## config.mk

```make
export PLATFORM = sky130hd
export DESIGN_NAME = nec_ir_pulse_decoder
export DESIGN_NICKNAME = d
export VERILOG_FILES = /design/src/rtl/nec_ir_pkg.sv /design/src/rtl/nec_ir_front.sv /design/src/rtl/nec_ir_fifo.sv /design/src/rtl/nec_ir_back.sv /design/src/rtl/nec_ir_pulse_decoder.sv
export SDC_FILE = /design/constraint.sdc
export NUM_CORES = 1
export LEC_CHECK = 0
export ABC_AREA = 1
export BUFFER_PORTS_ARGS = -buffer_cell sky130_fd_sc_hd__buf_2
export CAP_MARGIN = 20
export CORE_AREA = 2 2 176 178
export DETAILED_ROUTE_END_ITERATION = 8
export DIE_AREA = 0 0 178 180
export GPL_TIMING_DRIVEN = 0
export PLACE_DENSITY = 0.74
export SETUP_SLACK_MARGIN = 0.3
export SLEW_MARGIN = 20
export SYNTH_ARGS = -nofsm -noshare
export SYNTH_HDL_FRONTEND = slang
export SYNTH_SLANG_ARGS = --single-unit
```

## constraint.sdc

```tcl
create_clock -name clk_i -period 3.22 [get_ports clk_i]
set_input_delay 0.644 -clock clk_i [delete_from_list [all_inputs] [get_ports clk_i]]
set_output_delay 0.644 -clock clk_i [all_outputs]
set_load 0.005 [all_outputs]
```

## src/rtl/nec_ir_pkg.sv

```systemverilog
`default_nettype none

package nec_ir_pkg;

  // Capture tick rate: ticks per 10 us.
  localparam int unsigned TICKS_PER_10US = 8;

  localparam int unsigned TickW  = 15;
  localparam int unsigned UsW    = 19;  // floor(32767 * 10 / 1) fits
  localparam int unsigned CmpW   = 20;  // us + margin, target + margin
  localparam int unsigned MarginW = 10;
  localparam int unsigned TimeW  = 16;
  localparam int unsigned CfgIdxW = 3;
  localparam int unsigned CfgDataW = 16;
  localparam int unsigned IdxW   = 6;
  localparam int unsigned WordW  = 16;

  localparam logic [IdxW-1:0] FrameItems = IdxW'(34);
  localparam logic [IdxW-1:0] LastBitIdx = IdxW'(32);

  typedef enum logic [CfgIdxW-1:0] {
    CFG_ACTIVE_LEVEL = 3'd0,
    CFG_MARGIN       = 3'd1,
    CFG_HDR_MARK     = 3'd2,
    CFG_HDR_SPACE    = 3'd3,
    CFG_BIT_MARK     = 3'd4,
    CFG_ONE_SPACE    = 3'd5,
    CFG_ZERO_SPACE   = 3'd6
  } cfg_idx_e;

  typedef enum logic [1:0] {
    ST_OK     = 2'd0,
    ST_SHORT  = 2'd1,
    ST_HEADER = 2'd2,
    ST_BIT    = 2'd3
  } status_e;

  typedef struct packed {
    logic               active_level;
    logic [MarginW-1:0] tol_us;
    logic [TimeW-1:0]   header_mark_us;
    logic [TimeW-1:0]   header_space_us;
    logic [TimeW-1:0]   bit_mark_us;
    logic [TimeW-1:0]   one_space_us;
    logic [TimeW-1:0]   zero_space_us;
  } cfg_t;

  localparam cfg_t CfgReset = '{
    active_level:    1'b1,
    tol_us:          MarginW'(20),
    header_mark_us:  TimeW'(9000),
    header_space_us: TimeW'(4500),
    bit_mark_us:     TimeW'(560),
    one_space_us:    TimeW'(1690),
    zero_space_us:   TimeW'(560)
  };

  // Classified pulse item as passed from front to back.
  typedef struct packed {
    logic hdr_ok;
    logic one_ok;
    logic zero_ok;
    logic last;
  } cls_t;

endpackage

`default_nettype wire

```

## src/rtl/nec_ir_front.sv

```systemverilog
`default_nettype none

module nec_ir_front (
  input  wire nec_ir_pkg::cfg_t           cfg_i,
  input  wire logic                       level_first_i,
  input  wire logic [nec_ir_pkg::TickW-1:0] duration_first_i,
  input  wire logic                       level_second_i,
  input  wire logic [nec_ir_pkg::TickW-1:0] duration_second_i,
  input  wire logic                       last_i,
  output nec_ir_pkg::cls_t                cls_o
);
  import nec_ir_pkg::*;

  logic [UsW-1:0] us_first, us_second;
  logic           shape_ok;
  logic           mark_hdr, mark_bit, space_hdr, space_one, space_zero;

  function automatic logic [UsW-1:0] to_us(input logic [TickW-1:0] ticks);
    logic [UsW-1:0] prod;
    prod = UsW'(ticks) * UsW'(10);
    return UsW'(prod / TICKS_PER_10US);
  endfunction

  // Strict window: target - m < us < target + m, kept non-negative.
  function automatic logic near(input logic [UsW-1:0] us,
                                input logic [TimeW-1:0] target,
                                input logic [MarginW-1:0] margin);
    logic [CmpW-1:0] hi, us_m;
    hi   = CmpW'(target) + CmpW'(margin);
    us_m = CmpW'(us) + CmpW'(margin);
    return (CmpW'(us) < hi) && (us_m > CmpW'(target));
  endfunction

  always_comb begin
    us_first   = to_us(duration_first_i);
    us_second  = to_us(duration_second_i);
    shape_ok   = (level_first_i == cfg_i.active_level) &&
                 (level_second_i != cfg_i.active_level);
    mark_hdr   = near(us_first, cfg_i.header_mark_us, cfg_i.tol_us);
    mark_bit   = near(us_first, cfg_i.bit_mark_us, cfg_i.tol_us);
    space_hdr  = near(us_second, cfg_i.header_space_us, cfg_i.tol_us);
    space_one  = near(us_second, cfg_i.one_space_us, cfg_i.tol_us);
    space_zero = near(us_second, cfg_i.zero_space_us, cfg_i.tol_us);

    cls_o.hdr_ok  = shape_ok && mark_hdr && space_hdr;
    cls_o.one_ok  = shape_ok && mark_bit && space_one;
    cls_o.zero_ok = shape_ok && mark_bit && space_zero;
    cls_o.last    = last_i;
  end

endmodule

`default_nettype wire

```

## src/rtl/nec_ir_fifo.sv

```systemverilog
`default_nettype none

module nec_ir_fifo (
  input  wire logic        clk_i,
  input  wire logic        rst_ni,
  input  wire logic        push_i,
  input  wire nec_ir_pkg::cls_t data_i,
  output logic             full_o,
  input  wire logic        pop_i,
  output logic             valid_o,
  output nec_ir_pkg::cls_t data_o
);
  import nec_ir_pkg::*;

  cls_t       mem_q [2];
  logic       wr_ptr_q, wr_ptr_d;
  logic       rd_ptr_q, rd_ptr_d;
  logic [1:0] cnt_q, cnt_d;

  always_comb begin
    full_o   = (cnt_q == 2'd2);
    valid_o  = (cnt_q != 2'd0);
    data_o   = mem_q[rd_ptr_q];
    wr_ptr_d = push_i ? ~wr_ptr_q : wr_ptr_q;
    rd_ptr_d = pop_i  ? ~rd_ptr_q : rd_ptr_q;
    cnt_d    = cnt_q + 2'(push_i) - 2'(pop_i);
  end

  always_ff @(posedge clk_i or negedge rst_ni) begin
    if (!rst_ni) begin
      wr_ptr_q <= 1'b0;
      rd_ptr_q <= 1'b0;
      cnt_q    <= 2'd0;
    end else begin
      wr_ptr_q <= wr_ptr_d;
      rd_ptr_q <= rd_ptr_d;
      cnt_q    <= cnt_d;
    end
  end

  always_ff @(posedge clk_i) begin
    if (push_i) begin
      mem_q[wr_ptr_q] <= data_i;
    end
  end

endmodule

`default_nettype wire

```

## src/rtl/nec_ir_back.sv

```systemverilog
`default_nettype none

module nec_ir_back (
  input  wire logic                          clk_i,
  input  wire logic                          rst_ni,
  input  wire logic                          valid_i,
  input  wire nec_ir_pkg::cls_t              cls_i,
  output logic                               pop_o,
  output logic                               out_valid_o,
  input  wire logic                          out_ready_i,
  output nec_ir_pkg::status_e                status_o,
  output logic [nec_ir_pkg::WordW-1:0]       address_o,
  output logic [nec_ir_pkg::WordW-1:0]       command_o
);
  import nec_ir_pkg::*;

  logic [IdxW-1:0]  idx_q, idx_d;
  logic [WordW-1:0] addr_q, addr_d, cmd_q, cmd_d;
  status_e          err_q, err_d;

  logic             oval_q, oval_d;
  status_e          ost_q, ost_d;
  logic [WordW-1:0] oaddr_q, oaddr_d, ocmd_q, ocmd_d;

  logic [3:0]       pos;
  logic [IdxW-1:0]  idx_inc;
  status_e          err_n;
  logic [WordW-1:0] addr_n, cmd_n;

  // Non-last items never touch the output stage.
  assign pop_o = valid_i && (!cls_i.last || !oval_q || out_ready_i);

  always_comb begin
    pos     = idx_q[3:0] - 4'd1;
    err_n   = err_q;
    addr_n  = addr_q;
    cmd_n   = cmd_q;
    idx_inc = (idx_q < FrameItems) ? idx_q + IdxW'(1) : idx_q;

    if (err_q == ST_OK) begin
      if (idx_q == '0) begin
        if (!cls_i.hdr_ok) err_n = ST_HEADER;
      end else if (idx_q <= LastBitIdx) begin
        if (!cls_i.one_ok && !cls_i.zero_ok) begin
          err_n = ST_BIT;
        end else if (cls_i.one_ok) begin
          if (idx_q <= IdxW'(16)) addr_n[pos] = 1'b1;
          else                    cmd_n[pos]  = 1'b1;
        end
      end
    end

    idx_d   = idx_q;
    err_d   = err_q;
    addr_d  = addr_q;
    cmd_d   = cmd_q;
    oval_d  = oval_q && !out_ready_i;
    ost_d   = ost_q;
    oaddr_d = oaddr_q;
    ocmd_d  = ocmd_q;

    if (pop_o) begin
      if (cls_i.last) begin
        idx_d  = '0;
        err_d  = ST_OK;
        addr_d = '0;
        cmd_d  = '0;
        oval_d = 1'b1;
        ost_d  = (idx_inc < FrameItems) ? ST_SHORT : err_n;
        oaddr_d = (ost_d == ST_OK) ? addr_n : '0;
        ocmd_d  = (ost_d == ST_OK) ? cmd_n  : '0;
      end else begin
        idx_d  = idx_inc;
        err_d  = err_n;
        addr_d = addr_n;
        cmd_d  = cmd_n;
      end
    end
  end

  always_ff @(posedge clk_i or negedge rst_ni) begin
    if (!rst_ni) begin
      idx_q  <= '0;
      err_q  <= ST_OK;
      addr_q <= '0;
      cmd_q  <= '0;
      oval_q <= 1'b0;
    end else begin
      idx_q  <= idx_d;
      err_q  <= err_d;
      addr_q <= addr_d;
      cmd_q  <= cmd_d;
      oval_q <= oval_d;
    end
  end

  always_ff @(posedge clk_i) begin
    ost_q   <= ost_d;
    oaddr_q <= oaddr_d;
    ocmd_q  <= ocmd_d;
  end

  assign out_valid_o = oval_q;
  assign status_o    = ost_q;
  assign address_o   = oaddr_q;
  assign command_o   = ocmd_q;

endmodule

`default_nettype wire

```

## src/rtl/nec_ir_pulse_decoder.sv

```systemverilog
`default_nettype none

// NEC infrared frame decoder. Each input beat is one captured pulse (two
// levels, two 15-bit tick counts, tlast on the frame's final pulse); ticks
// become microseconds as floor(ticks*10/TICKS_PER_10US) and each half must
// sit strictly inside target +/- the tolerance register. Pulse 0 is the
// header, pulses 1..16 carry the address and 17..32 the command, LSB first;
// later pulses are ignored. One result beat leaves per frame, on its tlast
// pulse: status in tuser (0 ok, 1 short frame, 2 bad header, 3 bad bit) and
// address/command in tdata, both zero unless status is ok. Throughput is one
// pulse per clock unless a tlast pulse waits on a held result: the front
// classifies a pulse combinationally into a two-entry queue and the back folds
// one queued pulse per cycle into the frame state. An accepted tlast pulse
// reaches the result beat through the queue and then the result register.
// Configuration writes take effect at once and belong in idle periods only.

module nec_ir_pulse_decoder (
  input  wire logic        clk_i,
  input  wire logic        rst_ni,

  input  wire logic        cfg_we_i,
  input  wire logic [2:0]  cfg_idx_i,
  input  wire logic [15:0] cfg_data_i,

  input  wire logic        s_axis_tvalid,
  output logic             s_axis_tready,
  // [0] level_first, [15:1] duration_first, [16] level_second,
  // [31:17] duration_second
  input  wire logic [31:0] s_axis_tdata,
  input  wire logic        s_axis_tlast,   // frame_last

  output logic             m_axis_tvalid,
  input  wire logic        m_axis_tready,
  // [15:0] address, [31:16] command
  output logic [31:0]      m_axis_tdata,
  // [1:0] status
  output logic [1:0]       m_axis_tuser
);
  import nec_ir_pkg::*;

  cfg_t    cfg_q, cfg_d;
  cls_t    cls_in, cls_q;
  logic    fifo_full, fifo_valid, fifo_pop, in_beat;
  status_e status;
  logic [WordW-1:0] address, command;

  // Configuration registers; unknown indexes are dropped.
  always_comb begin
    cfg_d = cfg_q;
    if (cfg_we_i) begin
      case (cfg_idx_e'(cfg_idx_i))
        CFG_ACTIVE_LEVEL: cfg_d.active_level    = cfg_data_i[0];
        CFG_MARGIN:       cfg_d.tol_us          = cfg_data_i[MarginW-1:0];
        CFG_HDR_MARK:     cfg_d.header_mark_us  = cfg_data_i;
        CFG_HDR_SPACE:    cfg_d.header_space_us = cfg_data_i;
        CFG_BIT_MARK:     cfg_d.bit_mark_us     = cfg_data_i;
        CFG_ONE_SPACE:    cfg_d.one_space_us    = cfg_data_i;
        CFG_ZERO_SPACE:   cfg_d.zero_space_us   = cfg_data_i;
        default:          cfg_d = cfg_q;
      endcase
    end
  end

  always_ff @(posedge clk_i or negedge rst_ni) begin
    if (!rst_ni) begin
      cfg_q <= CfgReset;
    end else begin
      cfg_q <= cfg_d;
    end
  end

  // Front: classify the pulse against header / one / zero windows.
  nec_ir_front u_front (
    .cfg_i             (cfg_q),
    .level_first_i     (s_axis_tdata[0]),
    .duration_first_i  (s_axis_tdata[15:1]),
    .level_second_i    (s_axis_tdata[16]),
    .duration_second_i (s_axis_tdata[31:17]),
    .last_i            (s_axis_tlast),
    .cls_o             (cls_in)
  );

  assign s_axis_tready = !fifo_full;
  assign in_beat       = s_axis_tvalid && !fifo_full;

  nec_ir_fifo u_fifo (
    .clk_i   (clk_i),
    .rst_ni  (rst_ni),
    .push_i  (in_beat),
    .data_i  (cls_in),
    .full_o  (fifo_full),
    .pop_i   (fifo_pop),
    .valid_o (fifo_valid),
    .data_o  (cls_q)
  );

  // Back: frame sequencing, bit assembly and the result register.
  nec_ir_back u_back (
    .clk_i       (clk_i),
    .rst_ni      (rst_ni),
    .valid_i     (fifo_valid),
    .cls_i       (cls_q),
    .pop_o       (fifo_pop),
    .out_valid_o (m_axis_tvalid),
    .out_ready_i (m_axis_tready),
    .status_o    (status),
    .address_o   (address),
    .command_o   (command)
  );

  assign m_axis_tdata = {command, address};
  assign m_axis_tuser = status;

endmodule

`default_nettype wire

```

==> flow_summary_export.csv, run 1 <==
group,metric,value,unit
sta,worstMarginPinSlew,0.707,ns
layout,area_delta_synth_final,20.0,%
layout,instances_no_fill,2626,
sta,rsz0062_at_grt,"true",
synthesis,synthXorXnorAreaFrac,6.32,%
floorplanning,core-area,0.0302,sq mm
clock_tree,ctsRootBufferMaster,"clkbuf_16",
worst_setup_path,start_kind,"primary input",
synthesis,yosysMostFrequentCell,"nand2_1",
worst_setup_path,slowest_stage,"ha_4",
global_routing,gr-usage-all-layers,26.2,%
synthesis,yosys-top-cells-area,"ha_1 22%, dfrtp_1 17%, nand2_1 9.0%, edfxtp_1 7.9%, inv_1 6.5%",
sta,tns,-8.71,ns
sta,setup_viol_count_final,6,
worst_setup_path,crit_fanout,5,
run_status,violations,"negative setup slack",
sta,clock-skew-final,0.0142,ns
floorplanning,die_x,178,um
clock_tree,cts_buffer_depth,2,
floorplanning,io_pins,93,
clock_tree,clock_latency,0.44,ns
route,via_count,14600,
flow_run,maxCapViolCount,0,
place,routabilityCongestion,0.917,
route,routed_via_density,5.56,
clock_tree,numCtsBuffers,17,
floorplanning,initial_core_util,53.2,%
synthesis,syn_area,0.0161,sq mm
synthesis,synth_top_area_share,22.0,%
route,drtIter0Drc,1138,
floorplanning,rows,64,
worst_setup_path,criticalPathCategory,"in -> reg",
route,wire_per_inst,16.4,um
clock_tree,cts_tree,"yes",
sta,worst_slack,-1.50,ns
synthesis,synth_edf_count,42,
worst_setup_path,rr_worst_depth,17,
synthesis,yosys.area_share.simple,19.0,%
hold_path,hp-class,"in -> async",
run_status,status,"finished with violations",
place,placed_area,0.0173,sq mm
synthesis,synthAdderAreaFrac,23.1,%
sta,hold_viol,0,
layout,fin_area,0.0193,sq mm
layout,nNetsFinal,2565,
sta,max_freq,212,MHz
clock_tree,clk_pin_slew_worst_paths,0.08,ns
global_routing,grt_pass1_wl,68100,um
synthesis,synthMuxAreaShare,0,%
synthesis,synthesis.instances,2052,
global_routing,grt_pass1_vias,14100,
global_routing,antenna_found_initial,1,
power,leakagePower,0.00927,uW
synthesis,synth.distinct_cells,51,
synthesis,ys_warn_count,0,
sta,maxSlewHeadroom,52.9,%
place,pre_cts_slack,-2.46,ns
floorplanning,dieArea,0.0320,sq mm
power,powerDensity,730,mW/mm^2
power,vdd_drop_max,0.392,mV
synthesis,netlist_top_cells_count,"386 x nand2_1, 282 x ha_1, 276 x inv_1",
route,ant_nets,0,
clock_tree,htree_levels,4,
synthesis,netlist.top_cell.by_area,"ha_1",
global_routing,grt.overflow.total,0,
synthesis,synth_top_family_by_area,"adder cells",
worst_setup_path,cp_slowest_stage_delay,0.31,ns
synthesis,syn-num-nets,2400,
place,port_buffers,92,
synthesis,async_flop_share,76.4,%
sta,timing.hold.ws,0.0606,ns
layout,drive_above_1_share,18.9,%
worst_setup_path,required,3.39,ns
sta,drv_slew,0,
synthesis,synth-seq-cells,178,
clock_tree,cts_sinks,178,
layout,antennaDiodeCount,0,
worst_setup_path,reg2reg_slack,-1.14,ns
synthesis,synth_compound_area_share,14.9,%
worst_setup_path,end_kind,"flop",
synthesis,syn_area_per_cell,7.83,sq um
floorplanning,fp.dieH,180,um
synthesis,yosysSeqAreaShare,29.2,%
worst_setup_path,worstReg2RegStart,"cfg_q[81]$_DFFE_PN0P_",
sta,post-route-min-period,4.72,ns
place,dp_hpwl,32400,um
sta,finalCritPeriodShare,147,%
route,first_pass_iters,5,
global_routing,grt_max_degree,104,
worst_setup_path,cp.arrival,4.89,ns
route,routed_wl,43000,um
synthesis,ys.flop_type,"dfrtp_1",
worst_setup_path,reg2reg_to,"u_fifo.mem_q[1][3]$_DFFE_PP_",
route,drcViolationCount,0,
place,dpl.cell_count,2542,
## metrics by stage
stage	total power, uW	util [%]
after global routing	15400	63.8
after CTS	13300	61.6
after floorplan	8770	-
after global placement	10400	57.1
final	14100	63.8
after detailed placement	10800	57.3
## final cells by class
type                            instances  area [sq um]
Tap cell                              396           495
Clock inverter                         14           154
Multi-Input combinational cell       1564         11300
Buffer                                 30           151
Inverter                              280          1050
Timing Repair Buffer                  146           957
Fill cell                            2480         10900
Clock buffer                           18           429
Sequential cell                       178          4700
## registers in the layout, summed over array words and instances, names as in the netlist
| name | flops |
|---|---|
| u_fifo.rd_ptr_q | 1 |
| u_back.err_q | 2 |
| u_back.command_o | 16 |
| u_fifo.wr_ptr_q | 1 |
| u_back.out_valid_o | 1 |
| u_back.idx_q | 6 |
| u_back.address_o | 16 |
| cfg_q | 91 |
| u_back.addr_q | 16 |
| u_back.cmd_q | 16 |
| u_fifo.cnt_q | 2 |
| u_back.status_o | 2 |
| u_fifo.mem_q | 8 |
## kinds of logic (layout without fill, tap and decap cells)
group	after synthesis	count (layout)
xor gates and xnor gates	115	115
buffers and inverters	310	488
adders and majority gates	291	291
AOI/OAI and AO/OA	433	433
DFF	178	178
and+or+nand+nor	725	725
## cells in the final DEF, fill, tap and decap left out, types with 7 or more instances in the layout
cell,count
xnor2_1,18
nand3_2,8
buf_4,51
o21ai_0,149
nor3_1,33
dfstp_2,25
xor2_2,9
a31oi_1,7
clkbuf_1,23
inv_1,268
nor2_1,147
nand2_1,363
clkbuf_16,17
nor2_2,47
nand4_1,26
o211ai_1,11
fa_1,7
nand3_1,52
xor2_1,81
buf_6,7
a21oi_2,15
a21boi_0,8
a21oi_1,162
inv_2,12
buf_2,89
nand2_2,19
o21ai_1,12
edfxtp_1,42
ha_1,244
nor2_4,7
ha_4,33
dfrtp_1,111
## layer usage
layer  part of all wire (%)  track usage (%)  routed length, um  vias up
li1                       -                -                  -     7214
met1                     43             35.0              18500     6857
met2                     48             43.6              20700      440
met3                    5.3             2.90               2300       92
met4                    3.4             9.70               1470        0
met5                      0                0                  0        -
## repair_timing
item / in CTS / in global routing
hold buffers: 0 / 0
buffers inserted: 29 / 23
endpoints found under the setup margin: 6 / 6
resized for setup: 89 / 96
pin swaps: 69 / 85
## how the worst max path moves through the flow
stage                                 from                            to  slack, ns
final                      s_axis_tdata[4]  u_fifo.mem_q[1][3]$_DFFE_PP_      -1.50
after global routing       s_axis_tdata[4]  u_fifo.mem_q[1][3]$_DFFE_PP_      -1.68
after global placement    s_axis_tdata[21]  u_fifo.mem_q[0][1]$_DFFE_PP_      -2.36
after floorplan           s_axis_tdata[18]  u_fifo.mem_q[0][1]$_DFFE_PP_      -1.17
after CTS                  s_axis_tdata[6]  u_fifo.mem_q[1][3]$_DFFE_PP_      -1.29
after detailed placement  s_axis_tdata[21]  u_fifo.mem_q[0][1]$_DFFE_PP_      -2.46
## critical path, delay by kind of cell
| family | cells | cell delay (ns) |
|---|---|---|
| AOI/OAI and AO/OA | 10 | 1.65 |
| xor gates and xnor gates | 2 | 0.37 |
| buffers and inverters | 5 | 0.43 |
| adders and majority gates | 4 | 1.08 |
| and+or+nand+nor | 7 | 0.71 |
## report_power, final
part / switching, uW / total [uW] / internal, uW
Sequential: 444 / 3360 / 2920
Clock: 1030 / 2080 / 1050
Combinational: 5170 / 8620 / 3460
Total: 6640 / 14100 / 7420
(Power assumes the default switching activity.)
==> run 2: changes to the inputs <==
--- a/config.mk
+++ b/config.mk
@@ -8,11 +8,13 @@
 export ABC_AREA = 1
 export BUFFER_PORTS_ARGS = -buffer_cell sky130_fd_sc_hd__buf_2
 export CAP_MARGIN = 20
-export CORE_AREA = 2 2 176 178
+export CELL_PAD_IN_SITES_DETAIL_PLACEMENT = 1
+export CELL_PAD_IN_SITES_GLOBAL_PLACEMENT = 1
+export CORE_AREA = 2 2 197 199
 export DETAILED_ROUTE_END_ITERATION = 8
-export DIE_AREA = 0 0 178 180
+export DIE_AREA = 0 0 199 201
 export GPL_TIMING_DRIVEN = 0
-export PLACE_DENSITY = 0.74
+export PLACE_DENSITY_LB_ADDON = 0.1
 export SETUP_SLACK_MARGIN = 0.3
 export SLEW_MARGIN = 20
 export SYNTH_ARGS = -nofsm -noshare
==> run 2 against run 1 <==
Net effect: the flow still finishes with violations (negative setup slack); final area rose by 1.4%; non-clock buffer count rose by 8; utilization fell by 13 points; via count barely moved; clock power barely moved; routed wire length rose by 19%; maximum frequency rose by 0.84%; count of clock-buffer cells in the layout did not move; final cell count rose by 5.0%; global-route usage fell by 0.33 points; largest power group unchanged.
==> flow_summary_export.csv, run 2 (synthesis gave the netlist of run 1 again) <==
group,metric,value,unit
clock_tree,cts_sinks,178,
worst_setup_path,criticalPathCategory,"in -> reg",
place,dp_hpwl,39900,um
global_routing,antenna_found_initial,0,
global_routing,grt.overflow.total,0,
sta,drv_slew,0,
floorplanning,dieArea,0.0400,sq mm
floorplanning,die_x,199,um
worst_setup_path,crit_buf_inv,3,
sta,rsz0062_at_grt,"true",
clock_tree,hold_buffers,0,
sta,worstMarginPinSlew,0.647,ns
route,routed_wl,51000,um
sta,finalCritPeriodShare,145,%
power,vdd_drop_max,0.431,mV
power,powerDensity,733,mW/mm^2
power,leakagePower,0.00932,uW
route,first_pass_iters,5,
clock_tree,cts_tree,"yes",
route,via_count,14600,
floorplanning,fp.dieH,201,um
worst_setup_path,crit_cells,23,
layout,antennaDiodeCount,0,
layout,nNetsFinal,2573,
route,wire_per_inst,18.5,um
place,routabilityCongestion,0.862,
route,drcViolationCount,0,
clock_tree,htree_levels,4,
sta,maxSlewHeadroom,56.5,%
sta,timing.hold.ws,0.102,ns
layout,layout_commonest_cell,"nand2_1",
floorplanning,rows,72,
floorplanning,core-area,0.0381,sq mm
sta,setup_viol_count_final,6,
sta,hold_viol,0,
sta,post-route-min-period,4.68,ns
worst_setup_path,reg2reg_slack,-1.00,ns
route,drtIter0Drc,523,
layout,fin_util,51.3,%
layout,final_cell_mix,"369 x nand2_1, 266 x inv_1, 243 x ha_1",
global_routing,grt_max_degree,80,
worst_setup_path,end_kind,"flop",
clock_tree,numCtsBuffers,17,
worst_setup_path,crit_path_frequent_cell,"ha_4",
global_routing,gr-usage-all-layers,25.9,%
layout,seq_area,0.00470,sq mm
worst_setup_path,required,3.42,ns
layout,multi_input_area,0.0114,sq mm
run_status,violations,"negative setup slack",
layout,top_register,"cfg_q",
route,ant_nets,0,
worst_setup_path,slowest_stage,"ha_1",
worst_setup_path,cp_top_family,"compound AO/OA/AOI/OAI gates",
clock_tree,ctsRootBufferMaster,"clkbuf_16",
worst_setup_path,crit_fanout,4,
floorplanning,io_pins,93,
sta,tns,-8.48,ns
floorplanning,initial_core_util,42.1,%
layout,nFillCells,4617,
global_routing,grt_pass1_wl,81700,um
clock_tree,clk_pin_slew_worst_paths,0.08,ns
sta,worst_slack,-1.46,ns
sta,clock-skew-final,0.0118,ns
hold_path,hp-class,"in -> async",
global_routing,grt_pass1_vias,15500,
layout,drive_above_1_share,18.9,%
place,port_buffers,92,
worst_setup_path,start_kind,"primary input",
route,routed_via_density,5.29,
clock_tree,cts_buffer_depth,2,
clock_tree,clock_latency,0.46,ns
worst_setup_path,rr_worst_depth,19,
layout,area_delta_synth_final,21.7,%
sta,max_freq,214,MHz
layout,largest_register_ffs,91,
worst_setup_path,cp.arrival,4.88,ns
worst_setup_path,cp_cell_sequence,"buf_2 -> ha_1 -> ha_4 -> a21oi_2 -> o21ai_1 -> a21oi_2 -> xnor2_4 -> ha_4 -> a21oi_1 -> nand2_4 -> a21oi_4 -> nor2_4 -> a31oi_4 -> a21oi_4 -> buf_4 -> buf_4 -> ha_4 -> nand4_1 -> nor3_2 -> nand2_1 -> o21ai_2 -> o21bai_4 -> nor2_2",
worst_setup_path,cp_slowest_stage_delay,0.33,ns
run_status,status,"finished with violations",
flow_run,maxCapViolCount,0,
[run 2: changes by cell type in the layout (fill, tap and decap cells not counted), moves of 4 or more]
cell,change
ha_4,+4
nand2_1,+6
a21oi_2,-4
buf_4,+6
nand2_2,-8
[run 2: timing repair]
| item | CTS | global route |
|---|---|---|
| resized for setup | 117 | 69 |
| pin swaps | 78 | 57 |
| endpoints found under the setup margin | 6 | 6 |
| buffers inserted | 47 | 13 |
[run 2: layer usage]
layer  routed length, um  GRT usage, %  up-vias
met2               25100          45.5      221
met5                   0             0        -
met1               23500          34.3     7076
li1                    -             -     7228
met4                 979          5.54        0
met3                1350          2.60       68
[run 2: through the flow]
| stage | cell area, sq um | cells | total power (uW) | worst slack, ns |
|---|---|---|---|---|
| floorplan | 16300 | 2052 | 8770 | -1.17 |
| global placement | 17400 | 2662 | 10700 | -2.71 |
| detailed placement | 17500 | 2664 | 11200 | -2.82 |
| CTS | 19100 | 2743 | 14000 | -1.33 |
| global route | 19500 | 2756 | 15700 | -1.65 |
| finish | 19500 | 2756 | 14300 | -1.46 |
[run 2: area by class of cell]
class                      instances  share of cell area (%)
sequential                       178                    24.0
timing repair buffer             154                    5.27
clock inverter                    14                   0.807
multi-input combinational       1564                    58.2
clock buffer                      18                    2.20
tap                              518                    3.32
buffer                            30                   0.774
inverter                         280                    5.39
[run 2: path summary, 6_finish.rpt]
path,from,end
setup reg to reg,cfg_q[81]$_DFFE_PN0P_,u_fifo.mem_q[0][3]$_DFFE_PP_
setup / recovery,s_axis_tdata[24],u_fifo.mem_q[1][1]$_DFFE_PP_
hold / removal,rst_ni,u_back.addr_q[5]$_DFFE_PN0P_
min in group clk_i,s_axis_tlast,u_fifo.mem_q[1][0]$_DFFE_PP_
max in group asynchronous,rst_ni,cfg_q[50]$_DFFE_PN1P_
hold reg to reg,cfg_q[31]$_DFFE_PN0P_,cfg_q[31]$_DFFE_PN0P_
[run 2: report_power, final]
group | leakage, uW | switching [uW] | internal [uW]
Clock | 0.000288 | 1050 | 1050
Sequential | 0.00212 | 470 | 2920
Combinational | 0.00692 | 5360 | 3480
==> run 3: changes to the inputs <==
--- a/config.mk
+++ b/config.mk
@@ -5,15 +5,15 @@
 export SDC_FILE = /design/constraint.sdc
 export NUM_CORES = 1
 export LEC_CHECK = 0
-export ABC_AREA = 1
 export BUFFER_PORTS_ARGS = -buffer_cell sky130_fd_sc_hd__buf_2
 export CAP_MARGIN = 20
 export CELL_PAD_IN_SITES_DETAIL_PLACEMENT = 1
 export CELL_PAD_IN_SITES_GLOBAL_PLACEMENT = 1
-export CORE_AREA = 2 2 197 199
+export CORE_AREA = 2 2 191 193
 export DETAILED_ROUTE_END_ITERATION = 8
-export DIE_AREA = 0 0 199 201
+export DIE_AREA = 0 0 193 195
 export GPL_TIMING_DRIVEN = 0
+export HOLD_SLACK_MARGIN = 0.05
 export PLACE_DENSITY_LB_ADDON = 0.1
 export SETUP_SLACK_MARGIN = 0.3
 export SLEW_MARGIN = 20
==> run 3 against run 2 <==
Net effect: the run still ends with negative setup slack left; die area shrank 5.9%; final area decreased by 8.5%; sequential cell count unchanged; routed wire length down 17%; sequential power is 1% lower; count of clock-buffer cells in the layout grew 1; maximum frequency fell by 5.3%; worst hold slack worse by 0.032 ns.
==> flow_summary_export.csv, run 3 <==
group,metric,value,unit
run_status,status,"finished with violations",
run_status,violations,"negative setup slack",
power,finalPower,14300,uW
floorplanning,initial_core_util,43.6,%
synthesis,yosys-top-cells-area,"ha_1 23%, dfrtp_1 18%, edfxtp_1 8.2%, a21oi_1 5.7%, xnor2_1 5.4%",
route,first_pass_iters,4,
route,drtIter0Drc,534,
worst_setup_path,reg2reg_slack,-1.49,ns
global_routing,grt_pass1_wl,68100,um
global_routing,grt_max_degree,95,
synthesis,netlist.top_cell.by_area,"ha_1",
sta,rsz0062_at_grt,"true",
worst_setup_path,end_kind,"flop",
layout,seq_area,0.00470,sq mm
layout,drive_above_1_share,19.3,%
route,routed_via_density,5.48,
place,routabilityCongestion,0.804,
place,pre_cts_slack,-2.70,ns
sta,tns,-9.93,ns
clock_tree,cts_sinks,178,
power,leakagePower,0.00826,uW
synthesis,syn_area_per_cell,9.26,sq um
clock_tree,numCtsBuffers,17,
global_routing,use_met3,3.25,%
place,port_buffers,90,
worst_setup_path,timing.critical_path.to,"u_fifo.mem_q[1][3]$_DFFE_PP_",
clock_tree,cts_buffer_depth,2,
synthesis,ys_warn_count,0,
route,via_count,12500,
clock_tree,clock_latency,0.46,ns
sta,post-route-min-period,4.94,ns
sta,setup_viol_count_final,6,
clock_tree,htree_levels,4,
floorplanning,die_x,193,um
worst_setup_path,rr_worst_depth,14,
clock_tree,ctsRootBufferMaster,"clkbuf_16",
layout,nFillCells,4091,
clock_tree,hold_buffers,0,
power,powerDensity,799,mW/mm^2
global_routing,antenna_found_initial,2,
layout,multi_input_area,0.0107,sq mm
sta,drv_slew,0,
route,ant_nets,0,
worst_setup_path,cp.arrival,5.14,ns
layout,top_register,"cfg_q",
synthesis,netlist_top_cells_count,"282 x ha_1, 175 x a21oi_1, 151 x nor2_1",
worst_setup_path,reg2reg_to,"u_fifo.mem_q[1][3]$_DFFE_PP_",
global_routing,gr-usage-all-layers,23.2,%
synthesis,syn-num-nets,2016,
clock_tree,clk_pin_slew_worst_paths,0.08,ns
clock_tree,cts_tree,"yes",
global_routing,use_met1,29.6,%
floorplanning,dieArea,0.0376,sq mm
hold_path,hp-class,"in -> async",
floorplanning,rows,69,
global_routing,grt_use_met2,41.0,%
global_routing,grt.busiest_layer,"met2",
synthesis,syn_area,0.0154,sq mm
synthesis,synth_edf_count,42,
sta,finalCritPeriodShare,154,%
sta,timing.hold.ws,0.0702,ns
layout,largest_register_ffs,91,
synthesis,yosysSeqAreaShare,30.4,%
synthesis,synth_top_area_share,22.8,%
layout,final_cell_mix,"268 x ha_1, 159 x a21oi_1, 145 x nor2_1",
layout,nNetsFinal,2151,
sta,worst_slack,-1.72,ns
place,dp_hpwl,34000,um
worst_setup_path,worstReg2RegStart,"cfg_q[81]$_DFFE_PN0P_",
worst_setup_path,cp-startpoint,"s_axis_tdata[20]",
worst_setup_path,criticalPathCategory,"in -> reg",
synthesis,synth.distinct_cells,70,
synthesis,synth-seq-cells,178,
sta,max_freq,202,MHz
power,vdd_drop_max,0.481,mV
layout,layout_commonest_cell,"ha_1",
floorplanning,fp.dieH,195,um
layout,fin_util,50.5,%
worst_setup_path,crit_fanout,3,
sta,hold_viol,0,
synthesis,async_flop_share,76.4,%
sta,worstMarginPinSlew,0.848,ns
worst_setup_path,start_kind,"primary input",
floorplanning,io_pins,93,
worst_setup_path,required,3.42,ns
layout,area_delta_synth_final,15.8,%
global_routing,grt_pass1_vias,12900,
global_routing,grt.overflow.total,0,
sta,clock-skew-final,0.0160,ns
floorplanning,core-area,0.0354,sq mm
synthesis,synthesis.instances,1668,
route,drcViolationCount,0,
route,routed_wl,42300,um
synthesis,yosysMostFrequentCell,"ha_1",
flow_run,maxCapViolCount,0,
sta,maxSlewHeadroom,42.9,%
route,wire_per_inst,18.5,um
synthesis,ys.flop_type,"dfrtp_1",
-- run 3: cell types whose count changed in the layout (fill, tap and decap cells not counted), sizes merged, moves of 21 or more --
| cell | before | now |
|---|---|---|
| inv | 290 | 136 |
| mux2 | 0 | 63 |
| o21ai | 167 | 100 |
| nor2 | 201 | 152 |
| nand2b | 0 | 22 |
| xor2 | 91 | 26 |
| nand2 | 387 | 92 |
| buf | 162 | 121 |
| nand3 | 61 | 27 |
| xnor2 | 24 | 95 |
| a21o | 5 | 63 |
| nor2b | 0 | 21 |
-- run 3: where the power goes --
| part | switching [uW] | internal (uW) |
|---|---|---|
| Combinational | 5050 | 3840 |
| Sequential | 418 | 2930 |
| Clock | 1020 | 1020 |
-- run 3: kinds of logic after synthesis --
group | count (synthesis) | share of synthesized area (%)
flops | 178 | 30.4
compound gates | 436 | 17.1
xor+xnor | 121 | 6.98
mux | 65 | 4.72
simple gates | 409 | 12.6
buf+inv | 167 | 4.10
fa+ha+maj | 292 | 24.1
-- run 3: area by class of cell --
type	instances	share of cell area [%]
tap	461	3.23
inverter	130	2.73
antenna	3	0.0420
clock inverter	13	0.665
sequential	178	26.3
multi-input combinational	1323	59.8
clock buffer	19	2.42
timing repair buffer	116	3.91
buffer	37	0.896
-- run 3: layer usage --
metal | routed length, um | share of wire, % | up-vias
li1 | - | - | 6252
met1 | 19000 | 45 | 6029
met2 | 21200 | 50 | 150
met3 | 1270 | 3.0 | 51
met4 | 775 | 1.8 | 4
met5 | 25 | 0.059 | -
-- run 3: per-stage QoR --
| step | cell area (sq um) | std cells |
|---|---|---|
| finish | 17900 | 2280 |
| detailed placement | 16700 | 2221 |
| global route | 17900 | 2277 |
| floorplan | 15600 | 1668 |
| CTS | 17700 | 2268 |
| global placement | 16600 | 2219 |
-- run 3: worst min-delay path by stage --
stage / to
6_report: u_back.out_valid_o$_DFF_PN0_
3_5_place_dp: u_back.addr_q[11]$_DFFE_PN0P_
5_1_grt: u_back.out_valid_o$_DFF_PN0_
3_3_place_gp: u_back.cmd_q[2]$_DFFE_PN0P_
4_1_cts: u_back.out_valid_o$_DFF_PN0_
2_1_floorplan: cfg_q[0]$_DFFE_PN0P_
-- run 3: what timing repair did --
item,4_1_cts,5_1_grt
hold endpoints to repair,0,0
setup endpoints to repair,65,62
pin swaps,32,18
buffers inserted,15,9
gates resized for setup,67,30
-- run 3: critical path: stages --
cell      delay [ns]
buf_8           0.10
ha_4            0.23
ha_4            0.16
fa_2            0.37
a21o_1          0.19
a21o_1          0.18
a21oi_2         0.16
nor2b_1         0.08
nor2_2          0.15
xnor2_2         0.18
ha_4            0.27
a21oi_4         0.13
a21oi_2         0.06
a21o_1          0.22
a21oi_2         0.15
buf_4           0.14
xnor2_2         0.09
ha_1            0.37
nand3_2         0.15
or4_4           0.58
nor2_2          0.13
a21oi_2         0.05
nand3_1         0.09
a311o_1         0.20
a221oi_4        0.07
